**src/sv/srpt_pkg.sv**
```systemverilog
// ----------------------------------------------------------------------------
// srpt_pkg: shared types and codes for the SQL response packet tracker
// Phase, response-kind and operation codes, plus the word formats that pass
// between the front classifier, the queue and the back tracker.
// ----------------------------------------------------------------------------
package srpt_pkg;

  // Largest legal column count in a result-set header.
  localparam int MAX_COLUMNS = 4096;

  localparam int CNT_W = 13;
  localparam logic [CNT_W-1:0] CNT_MAX = {CNT_W{1'b1}};

  // Depth of the front/back queue and of the result queue.
  localparam int Q_DEPTH = 2;
  localparam int Q_PTR_W = (Q_DEPTH > 1) ? $clog2(Q_DEPTH) : 1;
  localparam int Q_CNT_W = $clog2(Q_DEPTH + 1);

  // Tracker phases.
  localparam logic [3:0] PH_FIRST     = 4'd0;
  localparam logic [3:0] PH_FIELD     = 4'd1;
  localparam logic [3:0] PH_FIELD_EOF = 4'd2;
  localparam logic [3:0] PH_ROW       = 4'd3;
  localparam logic [3:0] PH_FIELDLIST = 4'd4;
  localparam logic [3:0] PH_STATS     = 4'd5;
  localparam logic [3:0] PH_FETCH     = 4'd6;
  localparam logic [3:0] PH_DONE      = 4'd7;
  localparam logic [3:0] PH_ERRPKT    = 4'd8;
  localparam logic [3:0] PH_ERROR     = 4'd9;

  // Input function codes.
  localparam logic [1:0] FN_START = 2'd0;
  localparam logic [1:0] FN_REQ   = 2'd1;
  localparam logic [1:0] FN_RESP  = 2'd2;

  // Command kinds on a start word.
  localparam logic [1:0] CMD_OTHER     = 2'd0;
  localparam logic [1:0] CMD_FIELDLIST = 2'd1;
  localparam logic [1:0] CMD_STATS     = 2'd2;
  localparam logic [1:0] CMD_FETCH     = 2'd3;

  // Response kinds.
  localparam logic [2:0] RK_DATA   = 3'd0;
  localparam logic [2:0] RK_OK     = 3'd1;
  localparam logic [2:0] RK_EOF    = 3'd2;
  localparam logic [2:0] RK_ERR    = 3'd3;
  localparam logic [2:0] RK_INFILE = 3'd4;
  localparam logic [2:0] RK_OTHER  = 3'd5;

  // Classified operations handed to the back end.
  localparam logic [1:0] OP_START = 2'd0;
  localparam logic [1:0] OP_REQ   = 2'd1;
  localparam logic [1:0] OP_RESP  = 2'd2;
  localparam logic [1:0] OP_NOP   = 2'd3;

  typedef struct packed {
    logic [1:0]       op;
    logic [3:0]       init_phase;
    logic             leader;
    logic             cont;
    logic             trailer;
    logic [2:0]       kind;
    logic             more;
    logic             too_big;
    logic [CNT_W-1:0] count;
  } op_t;

  typedef struct packed {
    logic [3:0] tracker_state;
    logic       exp_resp;
    logic       exp_req;
    logic       exp_more;
    logic       req_ok;
    logic       data_only;
  } res_t;

endpackage

```
**src/sv/srpt_front.sv**
```systemverilog
// ----------------------------------------------------------------------------
// srpt_front: input classifier
// Accepts words from the push side, decodes function and command, folds the
// unused response kinds and checks the column count, then queues the result.
// ----------------------------------------------------------------------------
module srpt_front import srpt_pkg::*; (
  input  logic             push,
  output logic             full,
  input  logic [1:0]       func,
  input  logic [1:0]       command_kind,
  input  logic             server_responds,
  input  logic             split_leader,
  input  logic             split_continuation,
  input  logic             split_trailer,
  input  logic [2:0]       response_kind,
  input  logic             more_results,
  input  logic [CNT_W-1:0] column_count,
  input  logic             q_full,
  output logic             q_push,
  output op_t              q_word
);

  assign full   = q_full;
  assign q_push = push && !q_full;

  always_comb begin
    q_word = '0;
    unique case (func)
      FN_START: q_word.op = OP_START;
      FN_REQ:   q_word.op = OP_REQ;
      FN_RESP:  q_word.op = OP_RESP;
      default:  q_word.op = OP_NOP;
    endcase

    if (!server_responds) begin
      q_word.init_phase = PH_DONE;
    end else begin
      unique case (command_kind)
        CMD_FIELDLIST: q_word.init_phase = PH_FIELDLIST;
        CMD_STATS:     q_word.init_phase = PH_STATS;
        CMD_FETCH:     q_word.init_phase = PH_FETCH;
        default:       q_word.init_phase = PH_FIRST;
      endcase
    end

    // kinds past "other" carry no meaning; treat them as other
    q_word.kind    = (response_kind > RK_OTHER) ? RK_OTHER : response_kind;
    q_word.leader  = split_leader;
    q_word.cont    = split_continuation;
    q_word.trailer = split_trailer;
    q_word.more    = more_results;
    q_word.count   = column_count;
    q_word.too_big = 32'(column_count) > 32'(MAX_COLUMNS);
  end

endmodule

```
**src/sv/srpt_queue.sv**
```systemverilog
// ----------------------------------------------------------------------------
// srpt_queue: front-to-back queue
// Short register queue of classified words between classifier and tracker.
// ----------------------------------------------------------------------------
module srpt_queue import srpt_pkg::*; (
  input  logic clk,
  input  logic rst,
  input  logic push,
  input  op_t  wr_word,
  output logic full,
  input  logic pop,
  output logic empty,
  output op_t  rd_word
);

  op_t                mem [Q_DEPTH];
  logic [Q_PTR_W-1:0] wr_ptr;
  logic [Q_PTR_W-1:0] rd_ptr;
  logic [Q_CNT_W-1:0] count;

  assign full    = count == Q_CNT_W'(Q_DEPTH);
  assign empty   = count == '0;
  assign rd_word = mem[rd_ptr];

  function automatic logic [Q_PTR_W-1:0] ptr_inc(input logic [Q_PTR_W-1:0] p);
    ptr_inc = (p == Q_PTR_W'(Q_DEPTH - 1)) ? '0 : p + 1'b1;
  endfunction

  always_ff @(posedge clk) begin
    if (push) begin
      mem[wr_ptr] <= wr_word;
    end
  end

  always_ff @(posedge clk) begin
    if (rst) begin
      wr_ptr <= '0;
      rd_ptr <= '0;
      count  <= '0;
    end else begin
      if (push) begin
        wr_ptr <= ptr_inc(wr_ptr);
      end
      if (pop) begin
        rd_ptr <= ptr_inc(rd_ptr);
      end
      case ({push, pop})
        2'b10:   count <= count + 1'b1;
        2'b01:   count <= count - 1'b1;
        default: count <= count;
      endcase
    end
  end

  a_no_overflow: assert property (@(posedge clk) disable iff (rst)
    push |-> !full)
    else $error("queue written while full");

  a_no_underflow: assert property (@(posedge clk) disable iff (rst)
    pop |-> !empty)
    else $error("queue read while empty");

  a_count_bound: assert property (@(posedge clk) disable iff (rst)
    count <= Q_CNT_W'(Q_DEPTH))
    else $error("queue count out of range");

endmodule

```
**src/sv/srpt_back.sv**
```systemverilog
// ----------------------------------------------------------------------------
// srpt_back: exchange tracker
// Applies one queued word per cycle, while the result queue has room, to the
// phase machine and column counters; results wait in a short queue for pop.
// ----------------------------------------------------------------------------
module srpt_back import srpt_pkg::*; (
  input  logic       clk,
  input  logic       rst,
  input  logic       q_empty,
  input  op_t        q_word,
  output logic       q_pop,
  input  logic       pop,
  output logic       empty,
  output res_t       res_word
);

  logic [3:0]       phase;
  logic [3:0]       phase_next;
  logic             split_pending;
  logic             split_pending_next;
  logic [CNT_W-1:0] columns_seen;
  logic [CNT_W-1:0] columns_seen_next;
  logic [CNT_W-1:0] columns_total;
  logic [CNT_W-1:0] columns_total_next;
  logic [CNT_W-1:0] seen_inc;

  res_t               oq [Q_DEPTH];
  logic [Q_PTR_W-1:0] owr;
  logic [Q_PTR_W-1:0] ord;
  logic [Q_CNT_W-1:0] ocnt;
  logic               ofull;
  logic               opop;
  logic               exec;
  res_t               res_next;

  assign ofull    = ocnt == Q_CNT_W'(Q_DEPTH);
  assign empty    = ocnt == '0;
  assign opop     = pop && !empty;
  assign exec     = !q_empty && !ofull;
  assign q_pop    = exec;
  assign res_word = oq[ord];
  assign seen_inc = (columns_seen < CNT_MAX) ? columns_seen + 1'b1 : columns_seen;

  always_comb begin
    phase_next         = phase;
    split_pending_next = split_pending;
    columns_seen_next  = columns_seen;
    columns_total_next = columns_total;

    case (q_word.op)
      OP_START: begin
        split_pending_next = q_word.leader;
        phase_next         = q_word.init_phase;
      end
      OP_REQ: begin
        if (!split_pending || !q_word.cont) begin
          phase_next = PH_ERROR;
        end
        if (q_word.trailer) begin
          split_pending_next = 1'b0;
        end
      end
      OP_RESP: begin
        if (!q_word.cont) begin
          if (q_word.kind == RK_ERR) begin
            phase_next = PH_ERRPKT;
          end else begin
            unique case (phase)
              PH_FIRST: begin
                if (q_word.kind == RK_DATA) begin
                  if (q_word.too_big) begin
                    phase_next = PH_ERROR;
                  end else begin
                    columns_seen_next  = '0;
                    columns_total_next = q_word.count;
                    phase_next         = PH_FIELD;
                  end
                end else if (q_word.kind == RK_OK) begin
                  phase_next = q_word.more ? PH_FIRST : PH_DONE;
                end else begin
                  phase_next = PH_ERROR;
                end
              end
              PH_FIELD: begin
                if (q_word.kind != RK_DATA) begin
                  phase_next = PH_ERROR;
                end else begin
                  columns_seen_next = seen_inc;
                  phase_next = (seen_inc == columns_total) ? PH_FIELD_EOF : PH_FIELD;
                end
              end
              PH_FIELD_EOF: phase_next = (q_word.kind == RK_EOF) ? PH_ROW : PH_ERROR;
              PH_ROW: begin
                if (q_word.kind == RK_DATA) begin
                  phase_next = PH_ROW;
                end else if (q_word.kind == RK_EOF) begin
                  phase_next = q_word.more ? PH_FIRST : PH_DONE;
                end else begin
                  phase_next = PH_ERROR;
                end
              end
              PH_FIELDLIST: begin
                if (q_word.kind == RK_DATA) begin
                  phase_next = PH_FIELDLIST;
                end else begin
                  phase_next = (q_word.kind == RK_EOF) ? PH_DONE : PH_ERROR;
                end
              end
              PH_STATS: phase_next = (q_word.kind == RK_DATA) ? PH_DONE : PH_ERROR;
              PH_FETCH: begin
                if (q_word.kind == RK_DATA) begin
                  phase_next = PH_FETCH;
                end else if (q_word.kind == RK_EOF) begin
                  phase_next = q_word.more ? PH_FETCH : PH_DONE;
                end else begin
                  phase_next = PH_ERROR;
                end
              end
              default: phase_next = PH_ERROR;
            endcase
          end
        end
      end
      default: ;
    endcase
  end

  always_comb begin
    res_next.tracker_state = phase_next;
    res_next.exp_resp      = !(phase_next == PH_DONE || phase_next == PH_ERRPKT ||
                               phase_next == PH_ERROR);
    res_next.exp_req       = split_pending_next;
    res_next.exp_more      = res_next.exp_resp || split_pending_next;
    res_next.req_ok        = phase_next != PH_ERROR;
    res_next.data_only     = phase_next == PH_FIELD || phase_next == PH_ROW ||
                             phase_next == PH_FIELDLIST || phase_next == PH_STATS ||
                             phase_next == PH_FETCH;
  end

  always_ff @(posedge clk) begin
    if (rst) begin
      phase         <= PH_DONE;
      split_pending <= 1'b0;
      columns_seen  <= '0;
      columns_total <= '0;
    end else if (exec) begin
      phase         <= phase_next;
      split_pending <= split_pending_next;
      columns_seen  <= columns_seen_next;
      columns_total <= columns_total_next;
    end
  end

  // result queue
  always_ff @(posedge clk) begin
    if (exec) begin
      oq[owr] <= res_next;
    end
  end

  always_ff @(posedge clk) begin
    if (rst) begin
      owr  <= '0;
      ord  <= '0;
      ocnt <= '0;
    end else begin
      if (exec) begin
        owr <= (owr == Q_PTR_W'(Q_DEPTH - 1)) ? '0 : owr + 1'b1;
      end
      if (opop) begin
        ord <= (ord == Q_PTR_W'(Q_DEPTH - 1)) ? '0 : ord + 1'b1;
      end
      case ({exec, opop})
        2'b10:   ocnt <= ocnt + 1'b1;
        2'b01:   ocnt <= ocnt - 1'b1;
        default: ocnt <= ocnt;
      endcase
    end
  end

  a_reset_idle: assert property (@(posedge clk)
    rst |=> (phase == PH_DONE && !split_pending && empty))
    else $error("tracker not idle after reset");

  a_phase_legal: assert property (@(posedge clk) disable iff (rst)
    phase <= PH_ERROR)
    else $error("phase code out of range");

  a_start_split: assert property (@(posedge clk) disable iff (rst)
    (exec && q_word.op == OP_START) |=> split_pending == $past(q_word.leader))
    else $error("start word did not load split flag");

  a_res_count: assert property (@(posedge clk) disable iff (rst)
    ocnt <= Q_CNT_W'(Q_DEPTH))
    else $error("result queue count out of range");

endmodule

```
**src/sv/sql_response_packet_tracker.sv**
```systemverilog
// ----------------------------------------------------------------------------
// sql_response_packet_tracker: SQL exchange tracker, top level
// Follows one client-server exchange from pre-classified packets and reports
// the tracker state and expectation flags after every word.
//
//   channel | handshake        | payload
//   --------+------------------+---------------------------------------------
//   input   | push / full      | func, command_kind, server_responds,
//           |                  | split_leader, split_continuation,
//           |                  | split_trailer, response_kind, more_results,
//           |                  | column_count
//   result  | empty / pop      | tracker_state, expecting_response,
//           |                  | expecting_request, expecting_more,
//           |                  | request_ok, data_only_next
//
// One word in, one word out; sustained rate is one word per clock while the
// pop side keeps up. A word lands in the front queue when it is accepted;
// the back end applies it and writes the result word into the result queue,
// from which it can be popped. The back end's phase machine updates once
// per cycle while it has a word and room for a result, and sets the rate.
// Reset (rst, synchronous) puts the tracker in the done phase and empties both
// queues. A stalled pop side fills the result queue, then the front queue,
// then raises full; the front keeps taking words until both are full.
// ----------------------------------------------------------------------------
module sql_response_packet_tracker import srpt_pkg::*; (
  input  logic             clk,
  input  logic             rst,
  input  logic             push,
  output logic             full,
  input  logic [1:0]       func,
  input  logic [1:0]       command_kind,
  input  logic             server_responds,
  input  logic             split_leader,
  input  logic             split_continuation,
  input  logic             split_trailer,
  input  logic [2:0]       response_kind,
  input  logic             more_results,
  input  logic [CNT_W-1:0] column_count,
  output logic             empty,
  input  logic             pop,
  output logic [3:0]       tracker_state,
  output logic             expecting_response,
  output logic             expecting_request,
  output logic             expecting_more,
  output logic             request_ok,
  output logic             data_only_next
);

  // front -> queue -> back
  logic q_push;
  logic q_full;
  logic q_pop;
  logic q_empty;
  op_t  q_wr_word;
  op_t  q_rd_word;
  res_t res_word;

  srpt_front u_front (
    .push               (push),
    .full               (full),
    .func               (func),
    .command_kind       (command_kind),
    .server_responds    (server_responds),
    .split_leader       (split_leader),
    .split_continuation (split_continuation),
    .split_trailer      (split_trailer),
    .response_kind      (response_kind),
    .more_results       (more_results),
    .column_count       (column_count),
    .q_full             (q_full),
    .q_push             (q_push),
    .q_word             (q_wr_word)
  );

  srpt_queue u_queue (
    .clk     (clk),
    .rst     (rst),
    .push    (q_push),
    .wr_word (q_wr_word),
    .full    (q_full),
    .pop     (q_pop),
    .empty   (q_empty),
    .rd_word (q_rd_word)
  );

  // back end owns the phase machine and the result queue
  srpt_back u_back (
    .clk      (clk),
    .rst      (rst),
    .q_empty  (q_empty),
    .q_word   (q_rd_word),
    .q_pop    (q_pop),
    .pop      (pop),
    .empty    (empty),
    .res_word (res_word)
  );

  assign tracker_state      = res_word.tracker_state;
  assign expecting_response = res_word.exp_resp;
  assign expecting_request  = res_word.exp_req;
  assign expecting_more     = res_word.exp_more;
  assign request_ok         = res_word.req_ok;
  assign data_only_next     = res_word.data_only;

endmodule

```
**config.mk**
```make
export PLATFORM = sky130hd
export DESIGN_NAME = sql_response_packet_tracker
export DESIGN_NICKNAME = d
export VERILOG_FILES = /design/src/sv/srpt_pkg.sv /design/src/sv/srpt_front.sv /design/src/sv/srpt_queue.sv /design/src/sv/srpt_back.sv /design/src/sv/sql_response_packet_tracker.sv
export SDC_FILE = /design/constraint.sdc
export NUM_CORES = 1
export LEC_CHECK = 0
export ABC_AREA = 1
export BUFFER_PORTS_ARGS = -buffer_cell sky130_fd_sc_hd__buf_2
export CAP_MARGIN = 20
export CORE_AREA = 2 2 103 105
export CTS_CLUSTER_DIAMETER = 100
export CTS_CLUSTER_SIZE = 10
export DETAILED_ROUTE_END_ITERATION = 8
export DIE_AREA = 0 0 105 107
export PLACE_DENSITY_LB_ADDON = 0.3
export SYNTH_ARGS = -nofsm -noshare
export SYNTH_HDL_FRONTEND = slang
export SYNTH_SLANG_ARGS = --single-unit
```
**constraint.sdc**
```tcl
create_clock -name clk -period 2.5 [get_ports clk]
set_input_delay 0.125 -clock clk [delete_from_list [all_inputs] [get_ports clk]]
set_output_delay 0.125 -clock clk [all_outputs]
set_load 0.01 [all_outputs]
```
==> results.txt, run 1 <==
Status: finished, final reports clean
DR WL/cell: 13.9 um
First-pass GRT wire length: 18100 um
Reg2reg setup slack: 0.08 ns
Fill cells: 862
I/O Pins: 40
Non-Filler Instances: 802
Yosys reg bits: 111
Top delay family on crit path: simple AND/OR/NAND/NOR gates
Synth unique cells: 46
Hold Vio Cnt, Final: 0
First drt pass iteration count: 5
Core area: 10100 sq um
Worst min path class: in2reg
Die ar.: 11200 sq um
Synthesized area: 5280 sq um
CTS Buffer Depth: 2
Rel. slew slack: 47.9%
Synth warn: 0
GRT Total Usage: 20.1%
R2R cell count: 16
Initial antenna violation count: 0
Minimum clock period: 2.42 ns
Post-synthesis cell count: 580
CTS tree: done
Synth cell count leaders: nand2_1 (149), edfxtp_1 (70), inv_1 (55)
Grt ovf: 0
Yosys top cell by area: edfxtp_1
CTS sink cnt: 111
Most used flip-flop cell after synthesis: edfxtp_1
Via count: 4218
Top cell type's share of synthesized area: 39.8%
Final ANT Viol Nets: 0
Synth area leaders: edfxtp_1 (40%), dfxtp_1 (16%), nand2_1 (11%), inv_1 (3.9%), a21oi_1 (3.2%)
Critical-path cell list: ha_2 > nand2_4 > nor2_4 > nand2_1 > nand2_1 > nand3b_1 > nand2_1 > nand3_1 > nor2_2 > nand4_1 > nand3_1 > nand3_2 > a21oi_4 > nand4_1 > nand2_1 > nand2_1
# nets final: 693
Slew Limit Fails: 0
Iteration-0 DRC count of the detailed router: 260
Final Skew: 0.0180 ns
Worst r2r src: u_back.columns_seen[0]$_SDFFE_PP0P_
Hold Crit Depth: 2
Crit Path Class: reg2reg
Crit path max fanout: 5
Num CTS Buffers: 9
FMAX: 0.413 GHz
Die Ht: 107 um
Hold_ws: 0.0190 ns
Final Wtd Congestion: 0.919
Most frequent cell after synthesis: nand2_1
Fin crit share: 96.9%
Final setup violation count: 0
Starting Density: 52.3%
CTS H-Tree Depth: 3
CP max-delay cell: dfxtp_4
Post-Syn Nets: 612
Crit path launch type: flop
Pin count of the biggest net entering global routing: 27
Row cnt: 37
Measured slew at the worst slew-check pin: 0.778 ns
Hold Startpoint: response_kind[0]
Maximum vdd drop: 443 uV
Post-synth ARST share: 0%
Max-Cap Viols: 0
Diode count: 0
Critical Path RT: 2.64 ns
Post-synthesis sequential area ratio: 55.3%
Critical Path AT: 2.56 ns
Crit-path max cell delay: 0.39 ns
P per Cell Area: 869 nW/um^2
Root buffer selected by CTS: clkbuf_8
Die W: 105 um
Reg-to-Reg End: u_back.oq[0][2]$_DFFE_PP_
Post-synth EDFFs: 70
Clock transition at path regs: 0.11 ns
Total Wirelength: 11100 um
DRC errors left: 0
Avg Vias per Cell: 5.26
Hold Path End: u_queue.mem[0][15]$_DFFE_PP_
Share of cells above drive strength 1: 21.0%
Lkg Pwr: 2.45 nW
Crit path top cell by count: nand2_1
Placed Cells: 756
Critical path capture point type: flop
Worst-Skew Late Latency: 0.38 ns
Vias in the first global route: 3927
Number of port buffers: 39
CP bufs+invs: 0
Average cell area after synthesis: 9.11 sq um
Dpl hpwl: 7750 um
Setup repair after global routing missed its margin: true
Area grow syn2layout: 18.7%
## where the power goes
group | total, W | switching [W] | internal (W)
Clock | 0.00113 | 0.000648 | 0.000486
Sequential | 0.00253 | 0.000163 | 0.00237
Combinational | 0.00178 | 0.00111 | 0.000669
## cell type report
cell class / instances / area [sq um] / area share (%)
tap: 136 / 170 / 2.71
clock inverter: 7 / 88.8 / 1.42
timing repair buffer: 89 / 621 / 9.90
sequential: 111 / 2940 / 46.9
inverter: 58 / 219 / 3.49
clock buffer: 9 / 124 / 1.98
multi-input combinational: 392 / 2110 / 33.6
## cells by family after synthesis
kind of cell / synth area share, %
and+or+nand+nor: 22.9
DFF: 55.3
AOI/OAI and AO/OA: 11.7
buffers and inverters: 6.23
muxes: 2.49
xor gates and xnor gates: 0.663
adders and majority gates: 0.711
## registers in the layout (all words and copies together) (netlist names), 2 cells and up, named ones only
signal and flops:
u_queue.mem 52, u_back.oq 18, u_back.columns_seen 13, u_back.columns_total 13, u_back.phase 4, u_back.ocnt 2
u_queue.count 2
## per-stage QoR
step,setup slack [ns],utilization (%),area [sq um],setup TNS [ns],power (W)
after global routing,-0.131,62.1,6270,-0.573,0.00580
after CTS,0.0128,60.7,6120,0,0.00544
after detailed placement,-0.0751,56.5,5700,-0.440,0.00430
after global placement,0.00516,56.5,5700,0,0.00423
after floorplan,0.252,-,5280,0,0.00379
final,0.0766,62.1,6270,0,0.00545
## how the worst max path moves through the flow
stage / endpoint / cells past startpoint / slack, ns / from
after floorplan: u_back.oq[0][2]$_DFFE_PP_ / 16 / 0.25 / u_back.columns_seen[0]$_SDFFE_PP0P_
after global placement: u_back.oq[0][0]$_DFFE_PP_ / 20 / 0.005 / u_back.columns_seen[0]$_SDFFE_PP0P_
after detailed placement: u_back.oq[0][0]$_DFFE_PP_ / 20 / -0.08 / u_back.columns_seen[0]$_SDFFE_PP0P_
after CTS: u_back.oq[0][2]$_DFFE_PP_ / 15 / 0.01 / u_back.columns_seen[4]$_SDFFE_PP0P_
after global routing: u_back.oq[0][2]$_DFFE_PP_ / 14 / -0.13 / u_back.columns_seen[7]$_SDFFE_PP0P_
final: u_back.oq[0][2]$_DFFE_PP_ / 16 / 0.08 / u_back.columns_seen[0]$_SDFFE_PP0P_
## routing by layer
metal	global-route usage, %	vias up	wire (um)
met4	7.81	0	172
met1	27.0	1973	5290
met3	3.59	14	388
met5	0	-	0
li1	-	2137	-
met2	32.4	94	5270
## cells in the final DEF (no fill, tap or decap), drive strengths merged, types with 3 or more instances in the layout
cell type / n
xor2: 3
nor4: 3
buf: 69
nand3: 38
dfxtp: 41
clkbuf: 9
mux2i: 3
ha: 3
o21ai: 39
mux2: 9
clkinv: 4
o21bai: 3
inv: 60
nand3b: 5
nand4: 9
o211ai: 6
dlygate4sd3: 20
nand2: 152
a31oi: 14
a21oi: 35
nor3: 6
nor2: 50
or2: 4
edfxtp: 70
## what timing repair did
item	CTS	global route
hold buffers	20	0
cloned	0	1
setup endpoints to repair	8	22
gates resized for setup	5	25
setup buffers	0	9
hold endpoints to repair	40	0
pin swaps	0	9
(Power assumes the default switching activity.)
==> run 2, diff against run 1 <==
CORE_AREA = 2 2 85 128   (was 2 2 103 105)
DIE_AREA = 0 0 87 130   (was 0 0 105 107)
==> run 2 against run 1 <==
Effect of this change:
- fmax up 0.71%
- via count up 1.4%
- global-route usage up 0.23 points
- register-to-register slack better by 0.02 ns
- routed wire length up 3.2%
- first-iteration DRC count up 18%
- clock skew down 0.0086 ns
- critical path type unchanged
- critical endpoint is now u_back.oq[1][2]$_DFFE_PP_
==> results.txt, run 2 (same netlist as run 1, synthesis figures left out) <==
Status: finished, final reports clean
Critical path capture point type: flop
Crit path top cell by count: nand3_1
Final Skew: 0.00939 ns (-0.00856 ns)
Global route hottest layer: met2
Grt ovf: 0 (unchanged)
Measured slew at the worst slew-check pin: 0.706 ns (-0.0716 ns)
Lkg Pwr: 2.51 nW (+2.4%)
Max-Cap Viols: 0 (unchanged)
GRT Total Usage: 20.3% (+0.23 points)
Crit Path Class: reg2reg
Iteration-0 DRC count of the detailed router: 306 (+18%)
Final setup violation count: 0 (unchanged)
Num CTS Buffers: 9 (unchanged)
Reg with most FFs: u_queue.mem
Diode count: 0 (unchanged)
Commonest non-fill, non-tap cell in the layout: nand2_1
Initial antenna violation count: 0 (unchanged)
Critical-path cell list: nand3_4 > nor2_4 > nand3_4 > buf_4 > nand3_1 > nand3_1 > nor2_2 > nand4_1 > nand3_1 > nand3_2 > a21oi_4 > nand4_1 > nand2_1 > nand2_1
Root buffer selected by CTS: clkbuf_16
Fin crit share: 96.2% (-0.69 points)
Die Ht: 130 um (+21%)
Via count: 4278 (+1.4%)
Fill cells: 872 (+1.2%)
Crit path launch type: flop
Power Total: 0.00566 W (+3.9%)
DR WL/cell: 14.5 um (+4.6%)
Critical Path AT: 2.50 ns (-0.06 ns)
CP max-delay cell: dfxtp_4
CTS H-Tree Depth: 3 (unchanged)
Post-Place Setup Slack: -0.00807 ns (+0.0671 ns)
Clock transition at path regs: 0.07 ns (-0.04 ns)
Starting Density: 51.3% (-1.1 points)
Minimum clock period: 2.41 ns (-0.0172 ns)
Biggest regs: u_queue.mem x52, u_back.oq x18
Most frequent cells in the layout: nand2_1 (142), edfxtp_1 (70), inv_1 (55), buf_2 (39), nor2_1 (38)
Pin count of the biggest net entering global routing: 27 (unchanged)
Maximum vdd drop: 472 uV (+6.6%)
Final core occ: 62.0% (-0.17 points)
Hold Crit Depth: 2 (unchanged)
Area grow syn2layout: 20.8%
# nets final: 698 (+0.72%)
Die W: 87 um (-17%)
Row cnt: 46 (+24%)
I/O Pins: 40 (unchanged)
CP startpoint: u_back.columns_seen[1]$_SDFFE_PP0P_
Final ANT Viol Nets: 0 (unchanged)
Crit-path max cell delay: 0.38 ns (about the same)
Setup repair after global routing missed its margin: true
FMAX: 0.416 GHz (+0.71%)
Hold_ws: 0.0503 ns (+0.0313 ns)
Dpl hpwl: 8030 um (+3.5%)
Hold Vio Cnt, Final: 0 (unchanged)
CTS tree: done
Vias in the first global route: 4009 (+2.1%)
Number of port buffers: 39 (unchanged)
Die ar.: 11300 sq um (+0.67%)
Met2 Usage GRT: 35.2% (+2.7 points)
CTS sink cnt: 111 (unchanged)
Reg2reg setup slack: 0.09 ns (+0.02 ns)
Total Wirelength: 11500 um (+3.2%)
R2R cell count: 14 (-2)
Setup TNS: 0 ns (unchanged)
P per Cell Area: 887 nW/um^2 (+2.1%)
Max reg flops: 52 (unchanged)
Top delay family on crit path: simple AND/OR/NAND/NOR gates
Hold Startpoint: response_kind[0]
CP bufs+invs: 1 (+1)
DRC errors left: 0 (unchanged)
Slew Limit Fails: 0 (unchanged)
Met3 track demand over resource: 4.11% (+0.52 points)
Avg Vias per Cell: 5.41 (+2.8%)
M1 GR Usage: 24.1% (-3.0 points)
Core area: 10300 sq um (+2.1%)
Critical Path RT: 2.60 ns (-0.04 ns)
Reg-to-Reg End: u_back.oq[1][2]$_DFFE_PP_
Rel. slew slack: 52.7% (+4.8 points)
Worst r2r src: u_back.columns_seen[1]$_SDFFE_PP0P_
Worst min path class: in2reg
Worst-Skew Late Latency: 0.34 ns (-0.04 ns)
Share of cells above drive strength 1: 22.4% (+1.3 points)
Setup ws final: 0.0938 ns (+0.0172 ns)
Final Wtd Congestion: 0.971 (+5.6%)
First drt pass iteration count: 5 (unchanged)
Crit path max fanout: 7 (+2)
Hold Path End: u_queue.mem[1][15]$_DFFE_PP_
CTS Buffer Depth: 2 (unchanged)
First-pass GRT wire length: 18100 um (+0.19%)
==> run 2: cell count changes in the layout (fill, tap and decap cells not counted), sizes merged <==
cell,change
buf,+5
bufinv,-1
clkbuf,+2
clkinvlp,+1
inv,-2
==> run 2: area by class of cell <==
class	count	area [sq um]	area share (%)
inverter	58	223	3.49
multi-input combinational	392	2130	33.3
sequential	111	2950	46.1
clock buffer	11	243	3.80
timing repair buffer	94	662	10.4
tap	120	150	2.35
clock inverter	5	32.5	0.510
==> run 2: timing repair <==
item	4_1_cts	5_1_grt
gates cloned	0	1
hold buffers	20	0
setup buffers	0	9
endpoints found under the setup margin	6	26
resized for setup	3	38
endpoints found under the hold margin	39	0
pin swaps	0	11
==> run 2: how the worst max path moves through the flow <==
stage,endpoint,depth (start not counted),slack [ns]
final,u_back.oq[1][2]$_DFFE_PP_,14,0.09
after global routing,u_back.oq[0][2]$_DFFE_PP_,18,-0.08
after CTS,u_back.oq[0][2]$_DFFE_PP_,15,0.03
after detailed placement,u_back.oq[1][2]$_DFFE_PP_,16,-0.008
after global placement,u_back.oq[0][2]$_DFFE_PP_,16,0.06
after floorplan,u_back.oq[0][2]$_DFFE_PP_,16,0.25
==> run 2: per-layer routing <==
metal  routed length [um]  vias up
met5                    0        -
met4                  305        0
li1                     -     2149
met1                 4810     1977
met2                 5980      120
met3                  370       32
==> run 2: stage by stage <==
step	instances	area, sq um
detailed placement	745	5720
global route	791	6380
global placement	745	5720
floorplan	580	5280
finish	791	6380
CTS	781	6200
==> run 2: power breakdown <==
part,leakage [nW],switching (W),internal (W),total (W)
logic,1.40,0.00112,0.000689,0.00181
registers,0.984,0.000163,0.00237,0.00253
clock network,0.131,0.000617,0.000702,0.00132
total,2.51,0.00190,0.00376,0.00566
==> run 3, diff against run 2 <==
RECOVER_POWER = 25   (was unset)
==> run 3 against run 2 <==
Effect of this change:
- sequential cell count did not move
- sequential share of layout area grew 0.17 points
- count of clock-buffer cells in the layout unchanged
- clock power hardly changed
- non-clock buffer count is the same
- worst hold slack gained 0.0024 ns
- first-iteration DRC count is 6.9% higher
- core utilization fell by 0.23 points
- final area down 0.37%
- cell count is the same
- largest power group unchanged
- highest routed layer unchanged
==> results.txt, run 3 (same netlist as run 1, synthesis figures left out) <==
Register area: 2950 sq um (unchanged)
Total Wirelength: 11500 um (+0.13%)
# nets final: 698 (unchanged)
Lkg Pwr: 2.46 nW (-2.1%)
Core area: 10300 sq um (unchanged)
Final setup violation count: 0 (unchanged)
CP startpoint: u_back.columns_seen[1]$_SDFFE_PP0P_
Reg2reg setup slack: 0.09 ns (about the same)
Setup TNS: 0 ns (unchanged)
Slew Limit Fails: 0 (unchanged)
Clock transition at path regs: 0.07 ns (about the same)
Grt ovf: 0 (unchanged)
Commonest non-fill, non-tap cell in the layout: nand2_1
Max-Cap Viols: 0 (unchanged)
Max reg flops: 52 (unchanged)
Critical Path RT: 2.60 ns (about the same)
Root buffer selected by CTS: clkbuf_16
First-pass GRT wire length: 18100 um (unchanged)
P per Cell Area: 890 nW/um^2 (+0.34%)
Hold Startpoint: response_kind[0]
Crit path max fanout: 7 (unchanged)
Biggest regs: u_queue.mem x52, u_back.oq x18
First drt pass iteration count: 5 (unchanged)
R2R cell count: 14 (unchanged)
Number of port buffers: 39 (unchanged)
Final Skew: 0.00976 ns (+0.000373 ns)
Hold_ws: 0.0527 ns (+0.00242 ns)
Crit Path Class: reg2reg
Reg-to-Reg End: u_back.oq[1][2]$_DFFE_PP_
Final core occ: 61.7% (-0.23 points)
Critical Path AT: 2.50 ns (about the same)
Minimum clock period: 2.41 ns (+0.00260 ns)
CTS Buffer Depth: 2 (unchanged)
Reg with most FFs: u_queue.mem
Worst min path class: in2reg
DRC errors left: 0 (unchanged)
Setup crit end: u_back.oq[1][2]$_DFFE_PP_
Critical path capture point type: flop
Area grow syn2layout: 20.4%
Worst-Skew Late Latency: 0.34 ns (about the same)
Critical-path cell list: nand3_4 > nor2_4 > nand3_4 > buf_4 > nand3_1 > nand3_1 > nor2_2 > nand4_1 > nand3_1 > nand3_2 > a21oi_4 > nand4_1 > nand2_1 > nand2_1
Dpl hpwl: 8030 um (unchanged)
Measured slew at the worst slew-check pin: 0.709 ns (+0.00290 ns)
FMAX: 0.415 GHz (-0.11%)
Crit path launch type: flop
Die Ht: 130 um (unchanged)
Hold Vio Cnt, Final: 0 (unchanged)
DR WL/cell: 14.5 um (+0.13%)
CTS sink cnt: 111 (unchanged)
Pin count of the biggest net entering global routing: 27 (unchanged)
Fill cells: 883 (+1.3%)
Row cnt: 46 (unchanged)
Crit. path cell count: 14 (unchanged)
Most frequent cells in the layout: nand2_1 (142), edfxtp_1 (70), inv_1 (55), nor2_1 (38), buf_4 (34)
CTS tree: done
Setup ws final: 0.0912 ns (-0.00260 ns)
Via count: 4271 (-0.16%)
Setup repair after global routing missed its margin: true
Die ar.: 11300 sq um (unchanged)
I/O Pins: 40 (unchanged)
Worst r2r src: u_back.columns_seen[1]$_SDFFE_PP0P_
Die W: 87 um (unchanged)
Fin crit share: 96.4% (+0.10 points)
Share of cells above drive strength 1: 19.5% (-2.8 points)
Diode count: 0 (unchanged)
Post-Place Setup Slack: -0.00807 ns (unchanged)
Status: finished, final reports clean
Avg Vias per Cell: 5.40 (-0.16%)
CP max-delay cell: dfxtp_4
Num CTS Buffers: 9 (unchanged)
Top delay family on crit path: simple AND/OR/NAND/NOR gates
GRT Total Usage: 20.3% (unchanged)
Initial antenna violation count: 0 (unchanged)
CTS H-Tree Depth: 3 (unchanged)
Iteration-0 DRC count of the detailed router: 327 (+6.9%)
Area occupied by multi-input gates: 2130 sq um (unchanged)
Final Wtd Congestion: 0.971 (unchanged)
Crit path top cell by count: nand3_1
Vias in the first global route: 4009 (unchanged)
Rel. slew slack: 52.5% (-0.19 points)
Maximum vdd drop: 472 uV (-0.18%)
Final ANT Viol Nets: 0 (unchanged)
CP bufs+invs: 1 (unchanged)
Crit-path max cell delay: 0.38 ns (about the same)
Starting Density: 51.3% (unchanged)
[run 3: how the worst min path moves through the flow]
stage / end / slack (ns) / depth (start not counted)
floorplan: u_queue.mem[0][0]$_DFFE_PP_ / 0.22 / 0
global placement: u_queue.mem[0][14]$_DFFE_PP_ / 0.31 / 1
detailed placement: u_queue.mem[0][18]$_DFFE_PP_ / 0.32 / 1
CTS: u_queue.mem[1][15]$_DFFE_PP_ / 0.04 / 2
global route: u_queue.mem[1][15]$_DFFE_PP_ / 0.05 / 2
finish: u_queue.mem[1][15]$_DFFE_PP_ / 0.05 / 2
[run 3: per-layer routing]
layer  part of all wire (%)  track usage (%)  routed length, um  up-vias
li1                       -                -                  -     2148
met1                     42             24.1               4800     1966
met2                     52             35.2               6010      128
met3                    3.3             4.11                381       29
met4                    2.5             9.19                291        0
met5                      0                0                  0        -
[run 3: stage by stage]
stage          power (W)  area (sq um)  std cells
2_1_floorplan    0.00379          5280        580
3_3_place_gp     0.00424          5720        745
3_5_place_dp     0.00432          5720        745
4_1_cts          0.00566          6200        781
5_1_grt          0.00600          6360        791
6_report         0.00566          6360        791
[run 3: cell type report]
cell class / instances / area share [%]
inverter: 58 / 3.50
timing repair buffer: 94 / 10.0
tap: 120 / 2.36
sequential: 111 / 46.3
clock buffer: 11 / 3.82
clock inverter: 5 / 0.512
multi-input combinational: 392 / 33.5
[run 3: repair_timing]
item / CTS / global route
cloned: 0 / 1
endpoints found under the setup margin: 6 / 26
hold endpoints to repair: 39 / 0
pin swaps: 0 / 11
resized for setup: 3 / 38
setup buffers: 0 / 9
hold buffers: 20 / 0
[run 3: power by group]
| part | switching (W) | internal (W) | total, W |
|---|---|---|---|
| Clock | 0.000617 | 0.000702 | 0.00132 |
| Combinational | 0.00112 | 0.000684 | 0.00181 |
| Sequential | 0.000163 | 0.00237 | 0.00253 |
